**src/hvt_pkg.sv**
```systemverilog
package hvt_pkg;

  // accumulator geometry
  localparam int SECTORS    = 4;
  localparam int THETA_BINS = 16;
  localparam int PHI_BINS   = 128;
  localparam int RHO_BINS   = 128;
  localparam int COUNT_BITS = 16;

  localparam int SEC_W      = (SECTORS > 1) ? $clog2(SECTORS) : 1;
  localparam int TH_W       = $clog2(THETA_BINS);
  localparam int PHI_W      = $clog2(PHI_BINS);
  localparam int RHO_W      = $clog2(RHO_BINS);
  localparam int STORE_SIZE = SECTORS * THETA_BINS * PHI_BINS * RHO_BINS;
  localparam int ADDR_W     = $clog2(STORE_SIZE);
  localparam int LOOP_MAX   = (PHI_BINS > THETA_BINS) ?
                              ((PHI_BINS > SECTORS) ? PHI_BINS : SECTORS) :
                              ((THETA_BINS > SECTORS) ? THETA_BINS : SECTORS);
  localparam int CNT_W      = $clog2(LOOP_MAX);
  localparam int VOTE_W     = $clog2(PHI_BINS + 1);
  localparam int TH_N       = 2 * THETA_BINS;

  localparam logic [COUNT_BITS-1:0] COUNT_MAX = '1;

  // word layout
  localparam int IN_TDATA_W  = 80;
  localparam int OUT_TDATA_W = 32;

  // command codes (in_tuser)
  localparam logic [1:0] CMD_VOTE  = 2'd0;
  localparam logic [1:0] CMD_READ  = 2'd1;
  localparam logic [1:0] CMD_CLEAR = 2'd2;

  // result kinds
  localparam logic [1:0] RES_ZERO = 2'd0;
  localparam logic [1:0] RES_VOTE = 2'd1;
  localparam logic [1:0] RES_READ = 2'd2;

  // register indexes
  localparam logic [1:0] REG_RHO_MIN  = 2'd0;
  localparam logic [1:0] REG_RHO_MAX  = 2'd1;
  localparam logic [1:0] REG_RHO_STEP = 2'd2;

  // controller to datapath
  typedef struct packed {
    logic              load;
    logic              square;
    logic              sum;
    logic              sec_mul;
    logic              sec_acc;
    logic              th_mul;
    logic              th_acc;
    logic              phi_issue;
    logic              rd_issue;
    logic              rd_cap;
    logic              clr_wr;
    logic              res_load;
    logic [1:0]        res_kind;
    logic [CNT_W-1:0]  k;
    logic [ADDR_W-1:0] clr_addr;
  } hvt_cmd_t;

  // datapath to controller
  typedef struct packed {
    logic pipe_busy;
    logic out_free;
  } hvt_sts_t;

  // constant trig tables, Q1.15
  typedef struct packed {
    logic signed [15:0] c;
    logic signed [15:0] s;
  } trig_t;

  typedef logic [PHI_BINS-1:0][15:0]   phi_tab_t;
  typedef logic [THETA_BINS-1:0][15:0] th_tab_t;
  typedef logic [THETA_BINS-1:0][29:0] th_sq_tab_t;
  typedef logic [SECTORS-1:0][15:0]    sec_tab_t;
  typedef logic [SECTORS-1:0]          sec_hb_t;

  localparam longint unsigned HALF_PI_Q30 = 64'd1686629713;
  localparam longint          ONE_Q30     = 64'sd1073741824;

  function automatic logic signed [15:0] to_q15(longint v);
    longint r;
    r = (v < 0) ? 64'sd0 : v;
    r = (r + 64'sd16384) >>> 15;
    if (r > 64'sd32767) r = 64'sd32767;
    return 16'(r);
  endfunction

  // taylor series on the folded angle, then quadrant placement
  function automatic trig_t trig_core(longint unsigned u, logic fold, int q);
    longint unsigned u2;
    longint unsigned term;
    longint          ss;
    longint          sc;
    logic signed [15:0] cu;
    logic signed [15:0] su;
    logic signed [15:0] cl;
    logic signed [15:0] sl;
    trig_t t;
    u2   = (u * u) >> 30;
    term = u;
    ss   = longint'(u);
    term = ((term * u2) >> 30) / 6;   ss = ss - longint'(term);
    term = ((term * u2) >> 30) / 20;  ss = ss + longint'(term);
    term = ((term * u2) >> 30) / 42;  ss = ss - longint'(term);
    term = ((term * u2) >> 30) / 72;  ss = ss + longint'(term);
    term = ((term * u2) >> 30) / 110; ss = ss - longint'(term);
    term = ((term * u2) >> 30) / 156; ss = ss + longint'(term);
    term = 64'(ONE_Q30);
    sc   = ONE_Q30;
    term = ((term * u2) >> 30) / 2;   sc = sc - longint'(term);
    term = ((term * u2) >> 30) / 12;  sc = sc + longint'(term);
    term = ((term * u2) >> 30) / 30;  sc = sc - longint'(term);
    term = ((term * u2) >> 30) / 56;  sc = sc + longint'(term);
    term = ((term * u2) >> 30) / 90;  sc = sc - longint'(term);
    term = ((term * u2) >> 30) / 132; sc = sc + longint'(term);
    cu = to_q15(sc);
    su = to_q15(ss);
    cl = fold ? su : cu;
    sl = fold ? cu : su;
    case (q)
      0: begin t.c = cl;  t.s = sl;  end
      1: begin t.c = -sl; t.s = cl;  end
      2: begin t.c = -cl; t.s = -sl; end
      default: begin t.c = sl; t.s = -cl; end
    endcase
    return t;
  endfunction

  function automatic trig_t phi_trig(int i);
    int four;
    int q;
    int r;
    logic fold;
    longint unsigned u;
    four = 4 * i;
    q    = four / PHI_BINS;
    r    = four % PHI_BINS;
    fold = (2 * r > PHI_BINS);
    if (fold) r = PHI_BINS - r;
    u = (HALF_PI_Q30 * 64'(r)) / PHI_BINS;
    return trig_core(u, fold, q);
  endfunction

  function automatic trig_t th_trig(int i);
    int four;
    int q;
    int r;
    logic fold;
    longint unsigned u;
    four = 4 * i;
    q    = four / TH_N;
    r    = four % TH_N;
    fold = (2 * r > TH_N);
    if (fold) r = TH_N - r;
    u = (HALF_PI_Q30 * 64'(r)) / TH_N;
    return trig_core(u, fold, q);
  endfunction

  function automatic trig_t sec_trig(int i);
    int four;
    int q;
    int r;
    logic fold;
    longint unsigned u;
    four = 4 * i;
    q    = four / SECTORS;
    r    = four % SECTORS;
    fold = (2 * r > SECTORS);
    if (fold) r = SECTORS - r;
    u = (HALF_PI_Q30 * 64'(r)) / SECTORS;
    return trig_core(u, fold, q);
  endfunction

  function automatic phi_tab_t build_phi_cos();
    phi_tab_t t;
    trig_t    v;
    for (int i = 0; i < PHI_BINS; i++) begin
      v    = phi_trig(i);
      t[i] = v.c;
    end
    return t;
  endfunction

  function automatic phi_tab_t build_phi_sin();
    phi_tab_t t;
    trig_t    v;
    for (int i = 0; i < PHI_BINS; i++) begin
      v    = phi_trig(i);
      t[i] = v.s;
    end
    return t;
  endfunction

  function automatic th_tab_t build_th_cos();
    th_tab_t t;
    trig_t   v;
    for (int i = 0; i < THETA_BINS; i++) begin
      v    = th_trig(i);
      t[i] = v.c;
    end
    return t;
  endfunction

  function automatic th_sq_tab_t build_th_sq();
    th_sq_tab_t t;
    trig_t      v;
    int         cc;
    for (int i = 0; i < THETA_BINS; i++) begin
      v    = th_trig(i);
      cc   = int'(v.c) * int'(v.c);
      t[i] = 30'(cc);
    end
    return t;
  endfunction

  function automatic sec_tab_t build_sec_cos();
    sec_tab_t t;
    trig_t    v;
    for (int i = 0; i < SECTORS; i++) begin
      v    = sec_trig(i);
      t[i] = v.c;
    end
    return t;
  endfunction

  function automatic sec_tab_t build_sec_sin();
    sec_tab_t t;
    trig_t    v;
    for (int i = 0; i < SECTORS; i++) begin
      v    = sec_trig(i);
      t[i] = v.s;
    end
    return t;
  endfunction

  // boundary lies in the lower half plane
  function automatic sec_hb_t build_sec_hb();
    sec_hb_t t;
    trig_t   v;
    for (int i = 0; i < SECTORS; i++) begin
      v    = sec_trig(i);
      t[i] = (v.s < 0) || ((v.s == 0) && (v.c < 0));
    end
    return t;
  endfunction

  localparam phi_tab_t   PHI_COS = build_phi_cos();
  localparam phi_tab_t   PHI_SIN = build_phi_sin();
  localparam th_tab_t    TH_COS  = build_th_cos();
  localparam th_sq_tab_t TH_SQ   = build_th_sq();
  localparam sec_tab_t   SEC_COS = build_sec_cos();
  localparam sec_tab_t   SEC_SIN = build_sec_sin();
  localparam sec_hb_t    SEC_HB  = build_sec_hb();

endpackage

```
**src/hvt_ctrl.sv**
```systemverilog
module hvt_ctrl (
  input  logic              clk,
  input  logic              rst_n,
  input  logic              in_tvalid,
  output logic              in_tready,
  input  logic [1:0]        command,
  input  hvt_pkg::hvt_sts_t sts,
  output hvt_pkg::hvt_cmd_t cmd
);
  import hvt_pkg::*;

  localparam logic [3:0] ST_IDLE    = 4'd0;
  localparam logic [3:0] ST_CLEAR   = 4'd1;
  localparam logic [3:0] ST_SQ      = 4'd2;
  localparam logic [3:0] ST_SUM     = 4'd3;
  localparam logic [3:0] ST_SEC_MUL = 4'd4;
  localparam logic [3:0] ST_SEC_CMP = 4'd5;
  localparam logic [3:0] ST_TH_MUL  = 4'd6;
  localparam logic [3:0] ST_TH_CMP  = 4'd7;
  localparam logic [3:0] ST_PHI     = 4'd8;
  localparam logic [3:0] ST_DRAIN   = 4'd9;
  localparam logic [3:0] ST_RD      = 4'd10;
  localparam logic [3:0] ST_RD_CAP  = 4'd11;
  localparam logic [3:0] ST_DONE    = 4'd12;

  localparam logic [ADDR_W-1:0] LAST_ADDR = ADDR_W'(STORE_SIZE - 1);

  logic [3:0]        state_r, state_nxt;
  logic [CNT_W-1:0]  k_r, k_nxt;
  logic [ADDR_W-1:0] addr_r, addr_nxt;
  logic [1:0]        kind_r, kind_nxt;
  logic              clr_cmd_r, clr_cmd_nxt;

  // sequencing
  always_comb begin
    state_nxt    = state_r;
    k_nxt        = k_r;
    addr_nxt     = addr_r;
    kind_nxt     = kind_r;
    clr_cmd_nxt  = clr_cmd_r;
    cmd          = '0;
    cmd.k        = k_r;
    cmd.clr_addr = addr_r;
    cmd.res_kind = kind_r;
    in_tready    = (state_r == ST_IDLE);
    unique case (state_r)
      ST_IDLE: begin
        if (in_tvalid) begin
          cmd.load = 1'b1;
          unique case (command)
            CMD_VOTE: state_nxt = ST_SQ;
            CMD_READ: state_nxt = ST_RD;
            CMD_CLEAR: begin
              addr_nxt    = '0;
              clr_cmd_nxt = 1'b1;
              state_nxt   = ST_CLEAR;
            end
            default: begin
              kind_nxt  = RES_ZERO;
              state_nxt = ST_DONE;
            end
          endcase
        end
      end
      ST_CLEAR: begin
        cmd.clr_wr = 1'b1;
        addr_nxt   = addr_r + 1'b1;
        if (addr_r == LAST_ADDR) begin
          addr_nxt    = '0;
          clr_cmd_nxt = 1'b0;
          kind_nxt    = RES_ZERO;
          state_nxt   = clr_cmd_r ? ST_DONE : ST_IDLE;
        end
      end
      ST_SQ: begin
        cmd.square = 1'b1;
        state_nxt  = ST_SUM;
      end
      ST_SUM: begin
        cmd.sum   = 1'b1;
        k_nxt     = CNT_W'(1);
        state_nxt = (SECTORS > 1) ? ST_SEC_MUL : ST_TH_MUL;
      end
      ST_SEC_MUL: begin
        cmd.sec_mul = 1'b1;
        state_nxt   = ST_SEC_CMP;
      end
      ST_SEC_CMP: begin
        cmd.sec_acc = 1'b1;
        if (k_r == CNT_W'(SECTORS - 1)) begin
          k_nxt     = CNT_W'(1);
          state_nxt = ST_TH_MUL;
        end else begin
          k_nxt     = k_r + 1'b1;
          state_nxt = ST_SEC_MUL;
        end
      end
      ST_TH_MUL: begin
        cmd.th_mul = 1'b1;
        state_nxt  = ST_TH_CMP;
      end
      ST_TH_CMP: begin
        cmd.th_acc = 1'b1;
        if (k_r == CNT_W'(THETA_BINS - 1)) begin
          k_nxt     = '0;
          state_nxt = ST_PHI;
        end else begin
          k_nxt     = k_r + 1'b1;
          state_nxt = ST_TH_MUL;
        end
      end
      ST_PHI: begin
        cmd.phi_issue = 1'b1;
        if (k_r == CNT_W'(PHI_BINS - 1)) begin
          k_nxt     = '0;
          kind_nxt  = RES_VOTE;
          state_nxt = ST_DRAIN;
        end else begin
          k_nxt = k_r + 1'b1;
        end
      end
      ST_DRAIN: begin
        if (!sts.pipe_busy) state_nxt = ST_DONE;
      end
      ST_RD: begin
        cmd.rd_issue = 1'b1;
        state_nxt    = ST_RD_CAP;
      end
      ST_RD_CAP: begin
        cmd.rd_cap = 1'b1;
        kind_nxt   = RES_READ;
        state_nxt  = ST_DONE;
      end
      ST_DONE: begin
        if (sts.out_free) begin
          cmd.res_load = 1'b1;
          state_nxt    = ST_IDLE;
        end
      end
      default: state_nxt = ST_IDLE;
    endcase
  end

  // state registers, clearing sweep starts at reset
  always_ff @(posedge clk) begin
    if (!rst_n) begin
      state_r   <= ST_CLEAR;
      k_r       <= '0;
      addr_r    <= '0;
      kind_r    <= RES_ZERO;
      clr_cmd_r <= 1'b0;
    end else begin
      state_r   <= state_nxt;
      k_r       <= k_nxt;
      addr_r    <= addr_nxt;
      kind_r    <= kind_nxt;
      clr_cmd_r <= clr_cmd_nxt;
    end
  end

endmodule

```
**config.mk**
```make
export PLATFORM = sky130hd
export DESIGN_NAME = hvt_ctrl
export DESIGN_NICKNAME = d
export VERILOG_FILES = /design/src/hvt_pkg.sv /design/src/hvt_ctrl.sv
export SDC_FILE = /design/constraint.sdc
export NUM_CORES = 1
export LEC_CHECK = 0
export BUFFER_PORTS_ARGS = -buffer_cell sky130_fd_sc_hd__buf_4
export CAP_MARGIN = 20
export CORE_AREA = 2 2 107 57
export CTS_CLUSTER_DIAMETER = 30
export DETAILED_ROUTE_END_ITERATION = 10
export DIE_AREA = 0 0 109 59
export GPL_ROUTABILITY_DRIVEN = 0
export PLACE_DENSITY = 0.69
export SKIP_CTS_REPAIR_TIMING = 1
export SLEW_MARGIN = 30
export SYNTH_ARGS = -nofsm -noshare
export SYNTH_HDL_FRONTEND = slang
export SYNTH_SLANG_ARGS = --single-unit
export TNS_END_PERCENT = 5
```
**constraint.sdc**
```tcl
create_clock -name clk -period 1.7 [get_ports clk]
set_input_delay 0.34 -clock clk [delete_from_list [all_inputs] [get_ports clk]]
set_output_delay 0.34 -clock clk [all_outputs]
set_load 0.05 [all_outputs]
```
# After elaboration in Yosys (flattened, before gate mapping)
# Cells that the tools add are included.
# word_totals
register_bits	34
latchBits	0
ramBits	0
rom_bits	0
in_bits	7
output_inout_bits	42
wordCells	83
n_memories	0
# op_classes
n_addsub	2
n_mul	0
div	0
n_lt_le_gt_ge	0
eq_ne	25
shifts	0
mux	41
bitwise	0
n_reduce_logical	10
# ops
operator	n
20-bit 2-to-1 mux	3
4-bit case mux with 13 select lines	1
20-bit case mux with 2 select lines	1
4-bit 2-to-1 mux	7
7-bit case mux with 4 select lines	1
7-bit 2-to-1 mux	3
20-bit by 1-bit adder with 20-bit output (second input constant)	1
20-bit equality test (second input constant)	1
4-bit equality test (second input constant)	5
1-bit 2-to-1 mux	17
4-bit by 3-bit equality test with 1-bit output (second input constant)	4
2-bit != test (second input constant)	6
4-bit case mux with 3 select lines	1
2-bit 2-to-1 mux	5
5-bit AND reduction	2
4-bit by 2-bit equality test with 1-bit output (second input constant)	2
2-bit case mux with 4 select lines	1
4-bit nonzero test	2
7-bit by 1-bit adder with 7-bit output (second input constant)	1
7-bit by 2-bit equality test with 1-bit output (second input constant)	1
7-bit by 4-bit equality test with 1-bit output (second input constant)	1
7-bit equality test (second input constant)	1
4-bit by 1-bit equality test with 1-bit output (second input constant)	1
4-bit logical NOT	1
9 further kinds	9

# Longest topological paths before layout
# logic_depth
ltp_word	5
depth_mapped	8
depth_no_buf	7

# Worst setup path before layout
# Ideal clock, no wire load.
# synth_path
kind	register to output
from	register state_r[0]
to	output port cmd[40] (netlist name)
t_arrival_ps	2702
required_ps	1360
slack_ps	-1342
stages_incl_launch_ff	4
n_path_buf	1
path_cell_list	dfxtp_1 -> buf_2 -> nor4_1 -> and2_1
# synth_rtl
item	line_no	source
from (decl)	hvt_ctrl.sv:28	logic [3:0] state_r, state_nxt;
from (signal assigned)	hvt_ctrl.sv:153	state_r <= state_nxt;
to (decl)	hvt_ctrl.sv:8	output hvt_pkg::hvt_cmd_t cmd

==> impl_metrics.ini <==
[worst_setup_path]
crit_type = reg2out
path_cells = buf_6 > nor4_4 > and2_1 > buf_6
crit_path_max_incr_delay_ns = 0.37
worstPathArrival_ns = 1.45
cp-start-kind = flip-flop
critPathCaptureType = primary output
setup.worst_path.start = state_r[0]
r2r-end = state_r[3]
reg2reg_slack_ns = 0.02
reg2reg_from = addr_r[1]
slowest_stage = dfxtp_4
cp_common_cell = buf_6
crit_end = cmd[40]
cp_data_required_time_ns = 1.36
worst-r2r-cell-count = 6
cp_max_fo = 5

[detailed_routing]
ant_nets = 0
wl_per_cell_um = 14.3
vias = 2297
drc = 0
drt-initial-drc-count = 89
routed_wl_um = 5940
vias_per_cell = 5.52
drtPass1Iterations = 4

[global_routing]
grt_usage = 0.180
grt_first_pass_wirelength_um = 9080
gr-total-overflow = 0
grt_pass1_vias = 2034
grt_max_degree = 18
antenna_found_initial = 0

[pwr]
p_seq_frac = 0.287
p_clk_frac = 0.190
p_sw_frac = 0.430
internal-power_mw = 1.92
p_switching_mw = 1.45
powerDensity_nw_per_um2 = 1120
vdd_drop_max_mv = 0.674
pwr-share-comb = 0.523
leakage_nw = 1.25

[clocking]
h-tree-depth = 2
clock_sinks = 34
cts-root-buf = clkbuf_8
clockBufferDepth = 2
clock_latency_ns = 0.29
cts_made_buffers = 5
cts_tree = yes
path_clk_slew_ns = 0.07

[cells_and_area]
multi_input_area_sq_um = 1360
n_antenna_cell = 0
n_fill_cell = 473
final_cell_mix = buf_4 (72), nand2_1 (24), nor2_1 (23)
design_area_sq_um = 3010
regArea_sq_um = 719
fin_cells = 416
nNetsFinal = 351
drive_gt1_frac = 0.434
syn2layout_area_growth_pct = 48.3
mostFrequentLayoutCell = buf_4

[floorplan]
dieArea_sq_um = 6430
dieWidth_um = 109
die_h_um = 59
rows = 19
ioPinCount = 49
start_util = 0.376
coreArea_sq_um = 5400

[logic_synthesis]
synth_edf_count = 0
yosysSeqAreaShare = 0.336
avgSynthCellArea_sq_um = 7.71
synth_flop_cell = dfxtp_1
ys_seq_elements = 34
synthCells = 263
syn-num-nets = 272
ys_warn_count = 0
async_flop_share = 0
synth.distinct_cells = 55
syn_area_sq_um = 2030

[job]
max_cap_violations = 0

[sta]
slew_violations = 0
finalClockSkew_ns = 0.00653
tns_ns = -0.126
rsz0062_at_grt = yes
finalHoldViolCount = 0
tightest_slew_ns = 0.648
hold_ws_ns = 0.357
setup_violations = 3
fin_crit_ns = 1.79
finalCritPeriodShare = 1.05
worst_slack_ns = -0.0929
fmax_mhz = 558
maxSlewHeadroom = 0.563

[placed_design]
place_hpwl_um = 4420
place_area_sq_um = 2750
numPortBuffers = 48
dp_cells = 405
dp_slack_ns = -0.0219

[hold_path]
hold_path.class = in2reg
hold-path-cell-count = 2

[run_status]
status = complete, but fails checks
violations = negative setup slack
## worst min path at each step
stage,from,endpoint,slack (ns)
5_1_grt,rst_n,state_r[0],0.36
2_1_floorplan,clr_cmd_r,clr_cmd_r,0.48
4_1_cts,rst_n,state_r[0],0.37
6_report,rst_n,state_r[0],0.36
3_5_place_dp,addr_r[9],addr_r[9],0.48
3_3_place_gp,addr_r[9],addr_r[9],0.47
## sequential cells by signal, summed over array words and instances (netlist names)
register / cells
k_r: 7
kind_r: 2
clr_cmd_r: 1
state_r: 4
addr_r: 20
## stage by stage
stage,total power [mW],utilization
after floorplan,1.96,-
after global placement,2.49,0.510
after detailed placement,2.50,0.510
after CTS,3.15,0.527
after global routing,3.55,0.557
final,3.37,0.557
## power groups by stage
stage / registers (mW) / clock network [mW] / logic (mW)
floorplan: 1.04 / 0 / 0.922
global placement: 0.957 / 0 / 1.53
detailed placement: 0.963 / 0 / 1.54
CTS: 0.943 / 0.655 / 1.55
global route: 0.978 / 0.689 / 1.88
finish: 0.967 / 0.640 / 1.77
## synthesized netlist by cell type (7+ instances only)
master	n	share of area
dfxtp_1	34	0.34
nor2_1	27	0.050
nand2_1	25	0.046
nand3_1	21	0.052
o21ai_0	19	0.047
nor3_1	14	0.035
a21oi_1	10	0.025
inv_1	10	0.019
xor2_1	9	0.039
clkbuf_1	7	0.013
## per-layer routing
layer	GRT usage	wire length, um	vias up
met5	0	0	-
met4	0.0586	76	0
met3	0.0363	286	10
met2	0.307	2870	65
met1	0.231	2700	1100
li1	-	-	1122
## cells by family (layout without fill, tap and decap cells)
logic type | count (synthesis) | count (layout) | synth area share
multiplexers | 3 | 3 | 0.0154
flip-flops | 34 | 34 | 0.336
XOR/XNOR | 11 | 11 | 0.0475
adder cells (fa/ha/maj) | 2 | 2 | 0.0123
AND/OR/NAND/NOR | 124 | 124 | 0.319
AO/OA/AOI/OAI | 65 | 65 | 0.220
buffers and inverters | 24 | 104 | 0.0506
## final cells by class
class,instances,area share
inverters,10,0.0125
multi-input cells,205,0.451
clock inverters,2,0.00416
repair buffers,86,0.235
clock buffers,6,0.0275
well taps,73,0.0304
flip-flops and latches,34,0.239
## worst max-delay path, delay by kind of cell, from the launching register on
| family | cells | cell delay, ns |
|---|---|---|
| DFF | 1 | 0.37 |
| and+or+nand+nor | 2 | 0.51 |
| buffers and inverters | 2 | 0.29 |
No activity file was read; power rests on OpenSTA's default activity.
